**config.mk**
```make
export PLATFORM = sky130hd
export DESIGN_NAME = ascii_command_frame_builder_top
export DESIGN_NICKNAME = d
export VERILOG_FILES = /design/src/rtl/core/acfb_pkg.sv /design/src/rtl/core/ascii_command_frame_builder_top.sv
export SDC_FILE = /design/constraint.sdc
export NUM_CORES = 1
export LEC_CHECK = 0
export ABC_AREA = 1
export BUFFER_PORTS_ARGS = -buffer_cell sky130_fd_sc_hd__buf_2
export CAP_MARGIN = 15
export CORE_MARGIN = 2
export CORE_UTILIZATION = 50
export CTS_CLUSTER_DIAMETER = 30
export DETAILED_ROUTE_END_ITERATION = 12
export PLACE_DENSITY_LB_ADDON = 0.15
export SLEW_MARGIN = 15
export SYNTH_ARGS = -nofsm -noshare
export SYNTH_HDL_FRONTEND = slang
export SYNTH_SLANG_ARGS = --single-unit
```
**constraint.sdc**
```tcl
create_clock -name clk_i -period 3.96 [get_ports clk_i]
set_input_delay 0.594 -clock clk_i [delete_from_list [all_inputs] [get_ports clk_i]]
set_output_delay 0.594 -clock clk_i [all_outputs]
set_load 0.02 [all_outputs]
```
**src/rtl/core/acfb_pkg.sv**
```systemverilog
// Package for the ASCII command frame builder.
// Holds the request and result transaction types, frame character codes and the hex and decimal helpers.
// No dependencies.
package acfb_pkg;

  localparam logic [7:0] ChStx   = 8'h02;
  localparam logic [7:0] ChEtx   = 8'h03;
  localparam logic [7:0] ChCr    = 8'h0D;
  localparam logic [7:0] ChLf    = 8'h0A;
  localparam logic [7:0] ChZero  = 8'h30;
  localparam logic [7:0] ChOne   = 8'h31;
  localparam logic [7:0] ChThree = 8'h33;
  localparam logic [7:0] ChX     = 8'h58;
  localparam logic [7:0] ChR     = 8'h52;
  localparam logic [7:0] ChS     = 8'h53;
  localparam logic [7:0] ChW     = 8'h57;
  localparam logic [7:0] ChComma = 8'h2C;
  localparam logic [7:0] ChA     = 8'h41;

  localparam logic [13:0] ModeMax = 14'd9999;

  localparam logic [0:0] KindRead  = 1'b0;
  localparam logic [0:0] KindRange = 1'b1;

  typedef struct packed {
    logic [0:0]  kind;
    logic [2:0]  read_count;
    logic [3:0]  read_slot;
    logic [4:0]  channel;
    logic [13:0] range_mode;
  } req_t;

  typedef struct packed {
    logic [7:0] frame_byte;
    logic       last_byte;
  } res_t;

  function automatic logic [7:0] hex_char(input logic [3:0] nib);
    logic [7:0] c;
    if (nib < 4'd10) begin
      c = ChZero + {4'b0, nib};
    end else begin
      c = ChA + {4'b0, nib - 4'd10};
    end
    return c;
  endfunction

  function automatic logic [7:0] dec_char(input logic [3:0] d);
    return ChZero + {4'b0, d};
  endfunction

endpackage

```
**src/rtl/core/ascii_command_frame_builder_top.sv**
```systemverilog
// ASCII command frame builder, top level.
// Depends on acfb_pkg for transaction types, character codes and helpers.
//
// Usage:
//   Request channel: a transaction is taken at a clock edge with start_i high
//   and busy_o low. req_i carries kind, count, slot, channel and mode.
//   Result channel: one frame byte per cycle on res_o, marked by valid_o;
//   res_o.last_byte flags the closing LF. The receiver cannot stall.
// The request is registered into the frame state, then the STX byte is
//   registered onto res_o with valid_o high.
// A read frame is 21 bytes, a range-set frame 24 bytes, sent
//   one byte per cycle from the byte position counter. busy_o drops during
//   the last byte, so the next request is taken then and its frame follows
//   with no gap.
// Decimal digits come from a constant-reciprocal digit peeler that runs at
//   byte positions 0 to 5; the checksum accumulates as bytes go out.
// Reset: clears the frame in progress and the strobe; no result is pending.
module ascii_command_frame_builder_top (
  input  logic             clk_i,
  input  logic             rst_ni,
  input  logic             start_i,
  input  acfb_pkg::req_t   req_i,
  output logic             busy_o,
  output logic             valid_o,
  output acfb_pkg::res_t   res_o
);

  localparam logic [4:0] PosLastRead  = 5'd20;
  localparam logic [4:0] PosLastRange = 5'd23;

  logic           active_q, active_d;
  logic [4:0]     pos_q, pos_d;
  acfb_pkg::req_t req_q;
  logic [7:0]     sum_q, sum_d;
  logic [13:0]    rem_q, rem_d;
  logic [3:0]     d3_q, d3_d, d2_q, d2_d, d1_q, d1_d, d0_q, d0_d;
  logic           valid_q;
  acfb_pkg::res_t res_q, res_d;

  logic           accept;
  logic [4:0]     pos_last;
  logic           at_last;
  logic [7:0]     byte_c;
  logic [7:0]     csum;
  logic [4:0]     pos_etx;
  logic [3:0]     ch_tens;
  logic [3:0]     ch_ones;
  logic [13:0]    mode_sat;
  logic [27:0]    prod_k;
  logic [15:0]    prod_h;
  logic [14:0]    prod_t;

  assign pos_last = (req_q.kind == acfb_pkg::KindRange) ? PosLastRange : PosLastRead;
  assign pos_etx  = pos_last - 5'd4;
  assign at_last  = (pos_q == pos_last);
  assign busy_o   = active_q && !at_last;
  assign accept   = start_i && !busy_o;
  assign csum     = 8'(~sum_q + 8'd1);

  assign mode_sat = (req_i.range_mode > acfb_pkg::ModeMax) ? acfb_pkg::ModeMax
                                                          : req_i.range_mode;

  always_comb begin
    if (req_q.channel >= 5'd30) begin
      ch_tens = 4'd3;
      ch_ones = 4'(req_q.channel - 5'd30);
    end else if (req_q.channel >= 5'd20) begin
      ch_tens = 4'd2;
      ch_ones = 4'(req_q.channel - 5'd20);
    end else if (req_q.channel >= 5'd10) begin
      ch_tens = 4'd1;
      ch_ones = 4'(req_q.channel - 5'd10);
    end else begin
      ch_tens = 4'd0;
      ch_ones = req_q.channel[3:0];
    end
  end

  // byte at the current frame position
  always_comb begin
    byte_c = acfb_pkg::ChZero;
    if (pos_q == pos_etx) begin
      byte_c = acfb_pkg::ChEtx;
    end else if (pos_q == pos_etx + 5'd1) begin
      byte_c = acfb_pkg::hex_char(csum[7:4]);
    end else if (pos_q == pos_etx + 5'd2) begin
      byte_c = acfb_pkg::hex_char(csum[3:0]);
    end else if (pos_q == pos_etx + 5'd3) begin
      byte_c = acfb_pkg::ChCr;
    end else if (pos_q == pos_last) begin
      byte_c = acfb_pkg::ChLf;
    end else begin
      case (pos_q)
        5'd0:  byte_c = acfb_pkg::ChStx;
        5'd1:  byte_c = acfb_pkg::ChZero;
        5'd2:  byte_c = acfb_pkg::ChOne;
        5'd3:  byte_c = acfb_pkg::ChZero;
        5'd4:  byte_c = acfb_pkg::ChOne;
        5'd5:  byte_c = acfb_pkg::ChX;
        5'd6:  byte_c = (req_q.kind == acfb_pkg::KindRange) ? acfb_pkg::ChW : acfb_pkg::ChR;
        5'd7:  byte_c = acfb_pkg::ChS;
        5'd8:  byte_c = acfb_pkg::ChComma;
        5'd9:  byte_c = (req_q.kind == acfb_pkg::KindRange) ? acfb_pkg::ChThree
                                                            : acfb_pkg::ChOne;
        5'd10: byte_c = (req_q.kind == acfb_pkg::KindRange) ? acfb_pkg::ChZero
                                                            : acfb_pkg::dec_char(d2_q);
        5'd11: byte_c = (req_q.kind == acfb_pkg::KindRange) ? acfb_pkg::dec_char(ch_tens)
                                                            : acfb_pkg::dec_char(d1_q);
        5'd12: byte_c = (req_q.kind == acfb_pkg::KindRange) ? acfb_pkg::dec_char(ch_ones)
                                                            : acfb_pkg::dec_char(d0_q);
        5'd13: byte_c = acfb_pkg::ChW;
        5'd14: byte_c = acfb_pkg::ChComma;
        5'd15: byte_c = (req_q.kind == acfb_pkg::KindRange) ? acfb_pkg::dec_char(d3_q)
                                                            : acfb_pkg::ChZero
                                                              | {5'b0, req_q.read_count};
        5'd16: byte_c = acfb_pkg::dec_char(d2_q);
        5'd17: byte_c = acfb_pkg::dec_char(d1_q);
        5'd18: byte_c = acfb_pkg::dec_char(d0_q);
        default: byte_c = acfb_pkg::ChZero;
      endcase
    end
  end

  // digit peeler: v/1000 ~ v*8389>>23, r/100 ~ r*41>>12, r/10 ~ r*205>>11
  assign prod_k = {14'b0, rem_q} * 28'd8389;
  assign prod_h = {6'b0, rem_q[9:0]} * 16'd41;
  assign prod_t = {8'b0, rem_q[6:0]} * 15'd205;

  always_comb begin
    active_d = active_q;
    pos_d    = pos_q;
    sum_d    = sum_q;
    rem_d    = rem_q;
    d3_d     = d3_q;
    d2_d     = d2_q;
    d1_d     = d1_q;
    d0_d     = d0_q;
    res_d.frame_byte = byte_c;
    res_d.last_byte  = active_q && at_last;
    if (active_q) begin
      pos_d = pos_q + 5'd1;
      if (pos_q <= pos_etx) begin
        sum_d = sum_q + byte_c;
      end
      case (pos_q)
        5'd0: d3_d = prod_k[26:23];
        5'd1: rem_d = rem_q - 14'(d3_q) * 14'd1000;
        5'd2: d2_d = prod_h[15:12];
        5'd3: rem_d = rem_q - 14'(d2_q) * 14'd100;
        5'd4: d1_d = prod_t[14:11];
        5'd5: d0_d = 4'(rem_q - 14'(d1_q) * 14'd10);
        default: ;
      endcase
      if (at_last) begin
        active_d = 1'b0;
      end
    end
    if (accept) begin
      active_d = 1'b1;
      pos_d    = 5'd0;
      sum_d    = 8'd0;
      rem_d    = (req_i.kind == acfb_pkg::KindRange) ? mode_sat
                                                     : {11'b0, req_i.read_count}
                                                       * {10'b0, req_i.read_slot};
    end
  end

  always_ff @(posedge clk_i or negedge rst_ni) begin
    if (!rst_ni) begin
      active_q <= 1'b0;
      pos_q    <= 5'd0;
      valid_q  <= 1'b0;
      res_q    <= '0;
    end else begin
      active_q <= active_d;
      pos_q    <= pos_d;
      valid_q  <= active_q;
      res_q    <= res_d;
    end
  end

  always_ff @(posedge clk_i) begin
    if (accept) begin
      req_q <= req_i;
    end
    sum_q <= sum_d;
    rem_q <= rem_d;
    d3_q  <= d3_d;
    d2_q  <= d2_d;
    d1_q  <= d1_d;
    d0_q  <= d0_d;
  end

  assign valid_o = valid_q;
  assign res_o   = res_q;

`ifndef SYNTHESIS
  a_busy_active: assert property (@(posedge clk_i) disable iff (!rst_ni)
    busy_o |-> active_q)
    else $error("busy without a frame in progress");

  a_last_strobed: assert property (@(posedge clk_i) disable iff (!rst_ni)
    res_o.last_byte |-> valid_o)
    else $error("last byte flagged without strobe");

  a_frame_opens: assert property (@(posedge clk_i) disable iff (!rst_ni)
    (start_i && !busy_o) |=> ##1 (valid_o && res_o.frame_byte == acfb_pkg::ChStx))
    else $error("frame does not open with STX");

  a_pos_bound: assert property (@(posedge clk_i) disable iff (!rst_ni)
    active_q |-> (pos_q <= pos_last))
    else $error("byte position past frame end");
`endif

endmodule
```
Word level (Yosys, flattened, before mapping)
Cells that the tools add are included.
Widths: inputs -> output; s select.
{ "op_classes": {"bitwise_logic": 1, "n_eq_ne": 23, "n_mux": 31, "multipliers": 7, "n_reduce_logical": 16, "n_lt_le_gt_ge": 7, "add_sub_neg": 25} }
{ "ops": {"columns": ["op", "count"], "rows": [
  ["$pmux 8 s15", 1],
  ["$mux 8", 10],
  ["$add 6x4->7 const A", 8],
  ["$mux 14", 4],
  ["$eq 5x4->1 const B", 8],
  ["$pmux 14 s2", 1],
  ["$mul 14x14->27 const B", 1],
  ["$eq 5x5->1", 5],
  ["$eq 5x3->1 const B", 4],
  ["$mux 4", 5],
  ["$add 7x4->8 const A", 2],
  ["$mul 10x6->16 const B", 1],
  ["$sub 4x4->4 const B", 4],
  ["$eq 5x5->1 const B", 3],
  ["$mul 7x8->15 const B", 1],
  ["$gt 14x14->1 const B", 1],
  ["$sub 14x11->14", 1],
  ["$sub 14x14->14", 1],
  ["$reduce_and 2->1", 6],
  ["$mul 4x7->11 const B", 1],
  ["$add 5x1->5 const B", 2],
  ["$add 5x2->5 const B", 2],
  ["$eq 5x2->1 const B", 2],
  ["$ge 5x5->1 const B", 2],
  ["other kinds (24)", 34]
]} }
{ "word_totals": {"reg_bits": 63, "inputBits": 30, "output_inout_bits": 11, "word_cells": 124} }

Logic depth before layout (Yosys ltp)
Gate-level depths: netlist (run 1).
{ "logic_depth": {"word_depth": 13, "ltp_mapped": 24} }

Worst setup path before layout (run 1)
OpenSTA, ideal clock, no wires.
{ "synth_path": {"kind": "register to register", "from": "register d3_q[1]", "to": "register rem_q[12], data pin", "t_arrival_ps": 3807, "path_stages_with_launch": 21, "setup_ps": 252, "period_less_slack_ps": 4059, "path_buffers": 0, "path_slack_ps": -99, "cell_sequence": "edfxtp_1 fa_1 inv_1 fa_1 inv_1 ha_1 a21oi_1 nand2_1 a21oi_1 o21ai_0 xor2_1 ha_1 inv_1 nor3_1 nand2_1 o211ai_1 a21oi_1 o21ai_0 nand2_1 nand2_1 nand2_1"} }
{ "synth_via": {"elab_chain_cells": 5} }
{ "synth_rtl": {"columns": ["element", "line_no", "rtl"], "rows": [
  ["from (decl)", "ascii_command_frame_builder_top.sv:36", "logic [3:0] d3_q, d3_d, d2_q, d2_d, d1_q, d1_d, d0_q, d0_d;"],
  ["from (signal assigned)", "ascii_command_frame_builder_top.sv:188", "d3_q <= d3_d;"],
  ["$mul 4x7->11", "ascii_command_frame_builder_top.sv:147", "5'd1: rem_d = rem_q - 14'(d3_q) * 14'd1000;"],
  ["$sub 14x14->14", "ascii_command_frame_builder_top.sv:147", null],
  ["$pmux 14 s2", "ascii_command_frame_builder_top.sv:145", "case (pos_q)"],
  ["$mux 14", "ascii_command_frame_builder_top.sv:140", "if (active_q) begin"],
  ["$mux 14", "ascii_command_frame_builder_top.sv:158", "if (accept) begin"],
  ["net rem_d[12]", "ascii_command_frame_builder_top.sv:35", "logic [13:0] rem_q, rem_d;"],
  ["to (signal assigned)", "ascii_command_frame_builder_top.sv:187", "rem_q <= rem_d;"],
  ["to (decl)", "ascii_command_frame_builder_top.sv:35", null]
]} }
The timed path passes the listed nets, and every way through them passes these cells. The select of a mux whose other input is x is not followed.
A chain may end at the register's enable or synchronous reset.

Final worst setup path (run 1)
{ "layout_path": {"from": "register rem_q[9]", "to": "register d3_q[3], data pin"} }
{ "layout_via": {"elab_chain_cells": 1} }
{ "layout_rtl": {"columns": ["element", "line_no", "rtl"], "rows": [
  ["$mul 14x14->27", "ascii_command_frame_builder_top.sv:125", "assign prod_k = {14'b0, rem_q} * 28'd8389;"],
  ["net prod_k[26]", "ascii_command_frame_builder_top.sv:49", "logic [27:0] prod_k;"]
]} }
The timed path passes the listed nets, and every way through them passes these cells.

==> out/summary.txt, run 1 <==
Vias post-DR: 8979
CP Cell Sequence: ha_1 > ha_1 > ha_1 > inv_1 > fa_1 > inv_2 > fa_2 > ha_4 > ha_4 > buf_6 > nand3_2 > o221ai_2 > nand2_1 > nand3_2 > xor2_2
Slowest CP cell: fa_2
R2R setup slack: -0.11 ns
Gr ovfl total: 0
WL per Instance: 15.7 um
Synth Instances: 1289
Hold WC Path Type: in2async
Die Ht: 146 um
Drt pass-1 iters: 4
Die width: 146 um
Setup CP Type: reg2reg
Drt initial violations: 491
Initial antenna violation count: 2
Setup TNS: -0.281 ns
Routability cong.: 0.940
Final hold vios: 0
Max-slew violations: 0
Cell with the most instances after synthesis: inv_1
Largest stage delay, worst path: 0.58 ns
Area leader, netlist: ha_1
Total die area: 0.0213 mm^2
Finished Cell Area: 0.0122 mm^2
Flops & latches, synth: 62
Cells on worst reg2reg path: 15
Fin crit period: 4.07 ns
Share of layout cells above drive strength 1: 0.193
Fin crit share: 1.03
NumNets Final: 1721
Post-synth top cells: 251 x inv_1, 226 x ha_1, 220 x nand2_1, 92 x a21oi_1, 89 x nor2_1
Area Growth Syn to Fin: 21.4%
Pin count of the biggest net entering global routing: 27
IO buf count: 39
Worst clock skew: 0.0100 ns
Post-Syn Area: 0.0101 mm^2
Synth Flop Type: edfxtp_1
Syn. warnings: 0
Most used cell, CP: ha_1
Clock network latency to the later pin of the worst-skew pair: 0.35 ns
Core ar.: 0.0196 mm^2
Max Buffers Root-to-Sink: 2
FP Rows: 51
Max Clock Freq: 246 MHz
Placed cell areas: 0.0111 mm^2
Final wirelength: 26.5 mm
Met3 GRT Util: 0.0317
Async SR Flop Fraction: 0.242
CTS buffer count: 9
Filler cells: 1736
Max-slew headroom: 0.585
Max Cap Viol: 0
CTS tree: built
Worst slack at placement: -0.338 ns
Worst Path Arrival: 4.25 ns
Status: finished with violations
Post-synth EDFFs: 39
Failing checks: setup timing
RSZ-0062 raised after global routing: yes
Clk slew on worst S/H paths: 0.06 ns
Final worst slack: -0.110 ns
Synth top area share: 0.281
RR Endpoint: d3_q[3]$_DFFE_PP_
Largest cells by area after synthesis: ha_1 28%, edfxtp_1 12%, fa_1 9.6%
Syn_nets: 1593
Req. time, crit path: 4.14 ns
Max FO, Critical Path: 4
Avg Cell Area, Syn: 7.80 um^2
Tightest Pin Transition: 0.620 ns
Post-DP HPWL: 21.2 mm
GRT Overall Usage: 0.247
CTS Hold Buffers Added: 0
Vias in the first global route: 8730
CTS root buf: clkbuf_16
Top-Level Pins: 41
Vias per inst: 5.32
Register area share after synthesis: 0.170
Grt met1 use: 0.340
Yosys cell types: 56
Post-route ant nets: 0
Final core occ: 0.623
R2R Path Start: rem_q[9]$_DFFE_PP_
Crit. End Element: flip-flop
CTS Sinks: 62
Most Crowded Layer GR: met2
Setup violators final: 4
Crit path max-delay family: adder cells
Starting Density: 0.513
First-pass GRT wire length: 42.7 mm
H-tree Lvls: 3
CP startpoint kind: flip-flop
Worst path bufs/invs: 3
Grt met2 use: 0.403
DRC violations left: 0
[layer usage]
metal | vias up | wire length, um
met5 | - | 0
met4 | 0 | 737
met3 | 39 | 1060
met2 | 204 | 12300
met1 | 4215 | 12400
li1 | 4521 | -
[per-stage QoR]
| step | hold WS (ns) | cells |
|---|---|---|
| after detailed placement | 0.479 | 1650 |
| after global placement | 0.469 | 1650 |
| after CTS | 0.140 | 1674 |
| after global routing | 0.164 | 1689 |
| after floorplan | 0.298 | 1289 |
| final | 0.134 | 1689 |
[cell families (layout without fill, tap and decap cells)]
kind of cell	Yosys count	in the layout	share of synthesized area
fa+ha+maj	274	274	0.377
flops	62	62	0.170
simple gates	424	424	0.186
other cells	1	3	0.000373
xor+xnor	44	44	0.0391
compound gates	213	213	0.122
buf+inv	271	404	0.106
[how the worst max path moves through the flow]
stage / from / end / slack (ns) / depth (start not counted)
CTS: rem_q[7]$_DFFE_PP_ / d3_q[3]$_DFFE_PP_ / -0.1 / 15
global placement: rem_q[9]$_DFFE_PP_ / d3_q[0]$_DFFE_PP_ / -0.30 / 14
floorplan: rem_q[12]$_DFFE_PP_ / d3_q[3]$_DFFE_PP_ / 0.004 / 16
global route: rem_q[6]$_DFFE_PP_ / d3_q[3]$_DFFE_PP_ / -0.24 / 15
detailed placement: rem_q[9]$_DFFE_PP_ / d3_q[0]$_DFFE_PP_ / -0.34 / 14
finish: rem_q[9]$_DFFE_PP_ / d3_q[3]$_DFFE_PP_ / -0.11 / 15
[final cells by class]
cell class | instances | area, um^2 | area share
inverter | 261 | 987 | 0.0808
antenna | 2 | 5.00 | 0.000410
sequential | 62 | 1710 | 0.140
clock buffer | 11 | 275 | 0.0225
tap | 265 | 332 | 0.0272
multi-input combinational | 956 | 7990 | 0.654
clock inverter | 5 | 43.8 | 0.00359
timing repair buffer | 127 | 875 | 0.0716
[what timing repair did]
action                     CTS  global route
gates cloned                 0             0
resized for setup           47            70
setup buffers                8            13
pin swaps                   51            75
setup endpoints to repair    6             8
[sequential cells by signal, indices dropped and copies added (netlist names)]
register  count
d1_q          4
sum_q         8
rem_q        14
d2_q          4
req_q         9
res_o         8
active_q      1
d0_q          4
pos_q         5
valid_o       1
d3_q          4
[cell usage in the layout (no fill, tap or decap), types with 46 or more instances in the layout]
cell type / netlist / layout
a21oi_1: 92 / 80
buf_4: 3 / 83
nand3_1: 59 / 54
inv_1: 251 / 242
ha_1: 226 / 193
nor2_1: 89 / 84
nand2_1: 220 / 209
o21ai_0: 60 / 50
fa_1: 48 / 46
Power of run 1 is not shown: default switching activity piles up to over one toggle a cycle in this logic, so the estimate is an artifact.
==> run 2, diff against run 1 <==
--- a/config.mk
+++ b/config.mk
@@ -13,6 +13,7 @@
 export CTS_CLUSTER_DIAMETER = 30
 export DETAILED_ROUTE_END_ITERATION = 12
 export PLACE_DENSITY_LB_ADDON = 0.15
+export RECOVER_POWER = 50
 export SLEW_MARGIN = 15
 export SYNTH_ARGS = -nofsm -noshare
 export SYNTH_HDL_FRONTEND = slang
==> run 2 against run 1 <==
  * The flow still finishes with violations (setup timing)
  * Critical path depth unchanged
  * Sequential share of layout area is essentially flat
  * Die area unchanged
  * Via count rose by 0.13%
==> out/summary.txt, run 2 (synthesized netlist as in run 1, its figures left out) <==
Status: finished with violations (unchanged)
Failing checks: setup timing (unchanged)
Post-DP HPWL: 21.2 mm (unchanged)
Commonest non-fill, non-tap cell in the layout: inv_1 (unchanged)
Hold WC Path Type: in2async (unchanged)
Initial antenna violation count: 2 (unchanged)
Total die area: 0.0213 mm^2 (unchanged)
Final wirelength: 26.5 mm (about the same)
Clock network latency to the later pin of the worst-skew pair: 0.35 ns (about the same)
Die width: 146 um (unchanged)
Max-slew violations: 0 (unchanged)
Pin count of the biggest net entering global routing: 27 (unchanged)
Leading cell types in the layout, fill and taps excluded: 243 x inv_1, 209 x nand2_1, 193 x ha_1 (was 242 x inv_1, 209 x nand2_1, 193 x ha_1)
Setup TNS: -0.294 ns (was -0.281 ns)
Post-route ant nets: 0 (unchanged)
Setup CP Type: reg2reg (unchanged)
Max-slew headroom: 0.481 (was 0.585)
Req. time, crit path: 4.14 ns (about the same)
Clk slew on worst S/H paths: 0.06 ns (about the same)
CTS root buf: clkbuf_16 (unchanged)
Register area: 0.00171 mm^2 (unchanged)
CTS buffer count: 9 (unchanged)
First-pass GRT wire length: 42.7 mm (unchanged)
Max Clock Freq: 246 MHz (about the same)
Fin crit period: 4.07 ns (about the same)
H-tree Lvls: 3 (unchanged)
Die Ht: 146 um (unchanged)
WL per Instance: 15.7 um (about the same)
Share of layout cells above drive strength 1: 0.180 (was 0.193)
Biggest regs: rem_q (14), req_q (9) (unchanged)
CP startpoint kind: flip-flop (unchanged)
Max Cap Viol: 0 (unchanged)
Setup violators final: 4 (unchanged)
Starting Density: 0.513 (unchanged)
Final worst slack: -0.113 ns (was -0.110 ns)
Gr ovfl total: 0 (unchanged)
FP Rows: 51 (unchanged)
Vias in the first global route: 8730 (unchanged)
Final hold vios: 0 (unchanged)
RSZ-0062 raised after global routing: yes (unchanged)
Largest register FFs: 14 (unchanged)
Top-Level Pins: 41 (unchanged)
Drt pass-1 iters: 5 (was 4)
Filler cells: 1748 (was 1736)
Vias post-DR: 8991 (was 8979)
Fin crit share: 1.03 (about the same)
NumNets Final: 1721 (unchanged)
Routability cong.: 0.940 (unchanged)
Crit. End Element: flip-flop (unchanged)
Placed cell areas: 0.0111 mm^2 (unchanged)
Area of the multi-input gates: 0.00797 mm^2 (was 0.00799 mm^2)
Worst Path Arrival: 4.25 ns (about the same)
Vias per inst: 5.32 (about the same)
CTS Sinks: 62 (unchanged)
CTS tree: built (unchanged)
Max Buffers Root-to-Sink: 2 (unchanged)
Worst clock skew: 0.00986 ns (was 0.0100 ns)
IO buf count: 39 (unchanged)
GRT Overall Usage: 0.247 (unchanged)
Worst slack at placement: -0.338 ns (unchanged)
Core ar.: 0.0196 mm^2 (unchanged)
Tightest Pin Transition: 0.778 ns (was 0.620 ns)
Area Growth Syn to Fin: 21.0% (was 21.4%)
Drt initial violations: 486 (was 491)
Placed cells: 1650 (unchanged)
Layout Cells excl Fill: 1689 (unchanged)
Reg with most FFs: rem_q (unchanged)
Max FO, Critical Path: 4 (unchanged)
Finished Cell Area: 0.0122 mm^2 (about the same)
DRC violations left: 0 (unchanged)
run 2: changes by cell type in the layout (fill, tap and decap cells not counted):
cell,previous run,this run
buf_2,39,25
buf_4,83,82
clkbuf_1,0,15
inv_1,242,243
inv_2,17,16
nor2_1,84,85
nor2_4,8,7
nor3_1,8,9
nor3_4,2,1
run 2: final timing paths:
path	to	cells past startpoint	from	slack, ns
worst max-delay path	d3_q[3]$_DFFE_PP_	15	rem_q[9]$_DFFE_PP_	-0.11
worst max register to register	d3_q[3]$_DFFE_PP_	15	rem_q[9]$_DFFE_PP_	-0.11
min in group clk_i	req_q[17]$_DFFE_PP_	1	req_i[17]	0.42
worst min register to register	sum_q[7]$_SDFFE_PP0P_	1	sum_q[7]$_SDFFE_PP0P_	0.51
worst min-delay path	pos_q[0]$_DFFE_PN0P_	1	rst_ni	0.30
max in group asynchronous	res_o[3]$_DFF_PN0_	1	rst_ni	3.18
run 2: metrics by stage:
step	hold slack, ns	utilization
finish	0.296	0.621
global route	0.381	0.621
CTS	0.140	0.599
detailed placement	0.479	0.567
global placement	0.469	0.567
floorplan	0.298	-
run 2: layer usage:
layer | up-vias | share of wire | GRT usage
li1 | 4521 | - | -
met1 | 4231 | 0.47 | 0.340
met2 | 199 | 0.46 | 0.403
met3 | 40 | 0.040 | 0.0317
met4 | 0 | 0.027 | 0.0833
met5 | - | 0 | 0
run 2: repair_timing:
action                     CTS  global route
setup endpoints to repair    6             8
hold buffers                 0             0
setup buffers                8            13
pin swaps                   51            75
resized for setup           47            70
gates cloned                 0             0
run 2: final cells by class:
cell class | instances | share of cell area
Sequential cell | 62 | 0.140
Tap cell | 265 | 0.0272
Timing Repair Buffer | 127 | 0.0701
Clock buffer | 11 | 0.0226
Inverter | 261 | 0.0811
Multi-Input combinational cell | 956 | 0.655
Antenna cell | 2 | 0.000411
Clock inverter | 5 | 0.00360
run 2: worst max-delay path: stages, from the launching register on:
cell	delay, ns
edfxtp_1	0.49
ha_1	0.34
ha_1	0.29
ha_1	0.29
inv_1	0.05
fa_1	0.49
inv_2	0.04
fa_2	0.58
ha_4	0.20
ha_4	0.31
buf_6	0.11
nand3_2	0.08
o221ai_2	0.19
nand2_1	0.10
nand3_2	0.13
xor2_2	0.20
Power of run 2 is left out for the same reason.
==> run 3, diff against run 2 <==
--- a/config.mk
+++ b/config.mk
@@ -14,6 +14,7 @@
 export DETAILED_ROUTE_END_ITERATION = 12
 export PLACE_DENSITY_LB_ADDON = 0.15
 export RECOVER_POWER = 50
+export REMOVE_ABC_BUFFERS = 1
 export SLEW_MARGIN = 15
 export SYNTH_ARGS = -nofsm -noshare
 export SYNTH_HDL_FRONTEND = slang
==> run 3 against run 2 <==
  * The flow still finishes with violations (setup timing)
  * Count of clock-buffer cells in the layout shrank 1
  * Maximum frequency shrank 0.31%
  * Utilization is essentially flat
  * Sequential share of layout area is essentially flat
  * Global-route usage grew 0.66 points
  * Non-clock buffer count grew 4
  * Routed wire length grew 1.1%
  * First-iteration DRC count grew 4.9%
  * Die area is the same
  * Sequential cell count is the same
==> out/summary.txt, run 3 (synthesized netlist as in run 1, its figures left out) <==
WL per Instance: 15.9 um (was 15.7 um)
Setup violators final: 3 (was 4)
Status: finished with violations (unchanged)
Worst slack at placement: -0.315 ns (was -0.338 ns)
CTS root buf: clkbuf_16 (unchanged)
Total die area: 0.0213 mm^2 (unchanged)
CP Cell Sequence: ha_1 > ha_1 > ha_1 > inv_1 > fa_1 > inv_1 > fa_1 > ha_4 > ha_4 > nand2_4 > nor4_2 > nand3_1 > nand3_4 > xor2_1 (was ha_1 > ha_1 > ha_1 > inv_1 > fa_1 > inv_2 > fa_2 > ha_4 > ha_4 > buf_6 > nand3_2 > o221ai_2 > nand2_1 > nand3_2 > xor2_2)
Post-route ant nets: 0 (unchanged)
Core ar.: 0.0196 mm^2 (unchanged)
Setup CP Type: reg2reg (unchanged)
CTS Sinks: 62 (unchanged)
Crit. End Element: flip-flop (unchanged)
Die width: 146 um (unchanged)
Cells on worst reg2reg path: 14 (was 15)
R2R setup slack: -0.13 ns (was -0.11 ns)
Max Clock Freq: 245 MHz (was 246 MHz)
NumNets Final: 1725 (was 1721)
Worst clock skew: 0.00999 ns (was 0.00986 ns)
Largest stage delay, worst path: 0.55 ns (was 0.58 ns)
Die Ht: 146 um (unchanged)
CTS Hold Buffers Added: 0 (unchanged)
Clk slew on worst S/H paths: 0.06 ns (about the same)
DRC violations left: 0 (unchanged)
Vias post-DR: 8968 (was 8991)
Most used cell, CP: ha_1 (unchanged)
Max Cap Viol: 0 (unchanged)
Worst path bufs/invs: 2 (was 3)
Final worst slack: -0.126 ns (was -0.113 ns)
RR Endpoint: d3_q[3]$_DFFE_PP_ (unchanged)
Area Growth Syn to Fin: 21.0% (about the same)
Share of layout cells above drive strength 1: 0.187 (was 0.180)
CP startpoint: rem_q[8]$_DFFE_PP_ (was rem_q[9]$_DFFE_PP_)
FP Rows: 51 (unchanged)
Final core occ: 0.621 (about the same)
R2R Path Start: rem_q[8]$_DFFE_PP_ (was rem_q[9]$_DFFE_PP_)
Tightest Pin Transition: 0.798 ns (was 0.778 ns)
Max FO, Critical Path: 4 (unchanged)
Biggest regs: rem_q (14), req_q (9) (unchanged)
Max-slew violations: 0 (unchanged)
Pin count of the biggest net entering global routing: 27 (unchanged)
Max-slew headroom: 0.468 (was 0.481)
Vias in the first global route: 8937 (was 8730)
Final wirelength: 26.8 mm (was 26.5 mm)
IO buf count: 39 (unchanged)
Layout Cells excl Fill: 1691 (was 1689)
Placed cells: 1651 (was 1650)
Commonest non-fill, non-tap cell in the layout: inv_1 (unchanged)
Req. time, crit path: 4.04 ns (was 4.14 ns)
Top-Level Pins: 41 (unchanged)
CP endpoint: d3_q[3]$_DFFE_PP_ (unchanged)
Vias per inst: 5.30 (was 5.32)
Max Buffers Root-to-Sink: 2 (unchanged)
Routability cong.: 0.943 (was 0.940)
Hold WC Path Type: in2async (unchanged)
Reg with most FFs: rem_q (unchanged)
Clock network latency to the later pin of the worst-skew pair: 0.34 ns (was 0.35 ns)
Crit path max-delay family: adder cells (unchanged)
Failing checks: setup timing (unchanged)
Drt initial violations: 510 (was 486)
CP startpoint kind: flip-flop (unchanged)
Worst Path Arrival: 4.17 ns (was 4.25 ns)
GRT Overall Usage: 0.254 (was 0.247)
Ant. Diodes: 0 (was 2)
CTS tree: built (unchanged)
First-pass GRT wire length: 43.8 mm (was 42.7 mm)
Post-DP HPWL: 21.5 mm (was 21.2 mm)
Largest register FFs: 14 (unchanged)
Drt pass-1 iters: 5 (unchanged)
Leading cell types in the layout, fill and taps excluded: 240 x inv_1, 209 x nand2_1, 193 x ha_1 (was 243 x inv_1, 209 x nand2_1, 193 x ha_1)
H-tree Lvls: 3 (unchanged)
Number of cells on the critical path: 14 (was 15)
Gr ovfl total: 0 (unchanged)
Starting Density: 0.513 (unchanged)
Final hold vios: 0 (unchanged)
Initial antenna violation count: 0 (was 2)
Fin crit share: 1.03 (about the same)
RSZ-0062 raised after global routing: yes (unchanged)
Fin crit period: 4.09 ns (was 4.07 ns)
Slowest CP cell: fa_1 (was fa_2)
CTS buffer count: 9 (unchanged)
==> run 3: cell types whose count changed in the layout (fill, tap and decap cells not counted), sizes merged <==
cell,previous run,this run
diode,2,0
buf,112,115
clkinv,3,4
==> run 3: metrics by stage <==
step / instance area (um^2) / hold slack [ns] / TNS (ns)
4_1_cts: 11800 / 0.159 / -0.0845
3_5_place_dp: 11000 / 0.476 / -1.17
2_1_floorplan: 9980 / 0.298 / -0.248
5_1_grt: 12200 / 0.408 / -0.920
6_report: 12200 / 0.314 / -0.290
3_3_place_gp: 11000 / 0.454 / -1.09
==> run 3: timing repair <==
| item | in CTS | in global routing |
|---|---|---|
| hold endpoints to repair | 0 | 0 |
| pin swaps | 59 | 51 |
| endpoints found under the setup margin | 6 | 10 |
| resized for setup | 69 | 66 |
| setup buffers | 16 | 9 |
==> run 3: cell type report <==
class                           count  area (um^2)
Sequential cell                    62         1710
Fill cell                        1734         7430
Multi-Input combinational cell    956         7970
Inverter                          261          987
Timing Repair Buffer              131          876
Clock inverter                      6         40.0
Tap cell                          265          332
Clock buffer                       10          250
==> run 3: per-layer routing <==
metal  vias to the layer above  wire length [um]  global-route usage  share of wire
met3                        34               893              0.0263          0.033
met1                      4231             12700               0.352           0.47
li1                       4526                 -                   -              -
met5                         -                 0                   0              0
met4                         0               493              0.0657          0.018
met2                       177             12800               0.425           0.48
==> run 3: how the worst min path moves through the flow <==
stage | endpoint | depth (start not counted)
finish | pos_q[2]$_DFFE_PN0P_ | 1
global route | active_q$_DFF_PN0_ | 1
CTS | active_q$_DFF_PN0_ | 1
detailed placement | sum_q[7]$_SDFFE_PP0P_ | 1
global placement | sum_q[7]$_SDFFE_PP0P_ | 1
floorplan | active_q$_DFF_PN0_ | 0
==> run 3: worst register-to-register path: cells and delay by family (launching register included) <==
kind,cells,cell delay (ns)
and+or+nand+nor,4,0.72
buffers and inverters,2,0.11
adders and majority gates,7,2.48
DFF,1,0.44
xor gates and xnor gates,1,0.08
Power of run 3 is left out for the same reason.
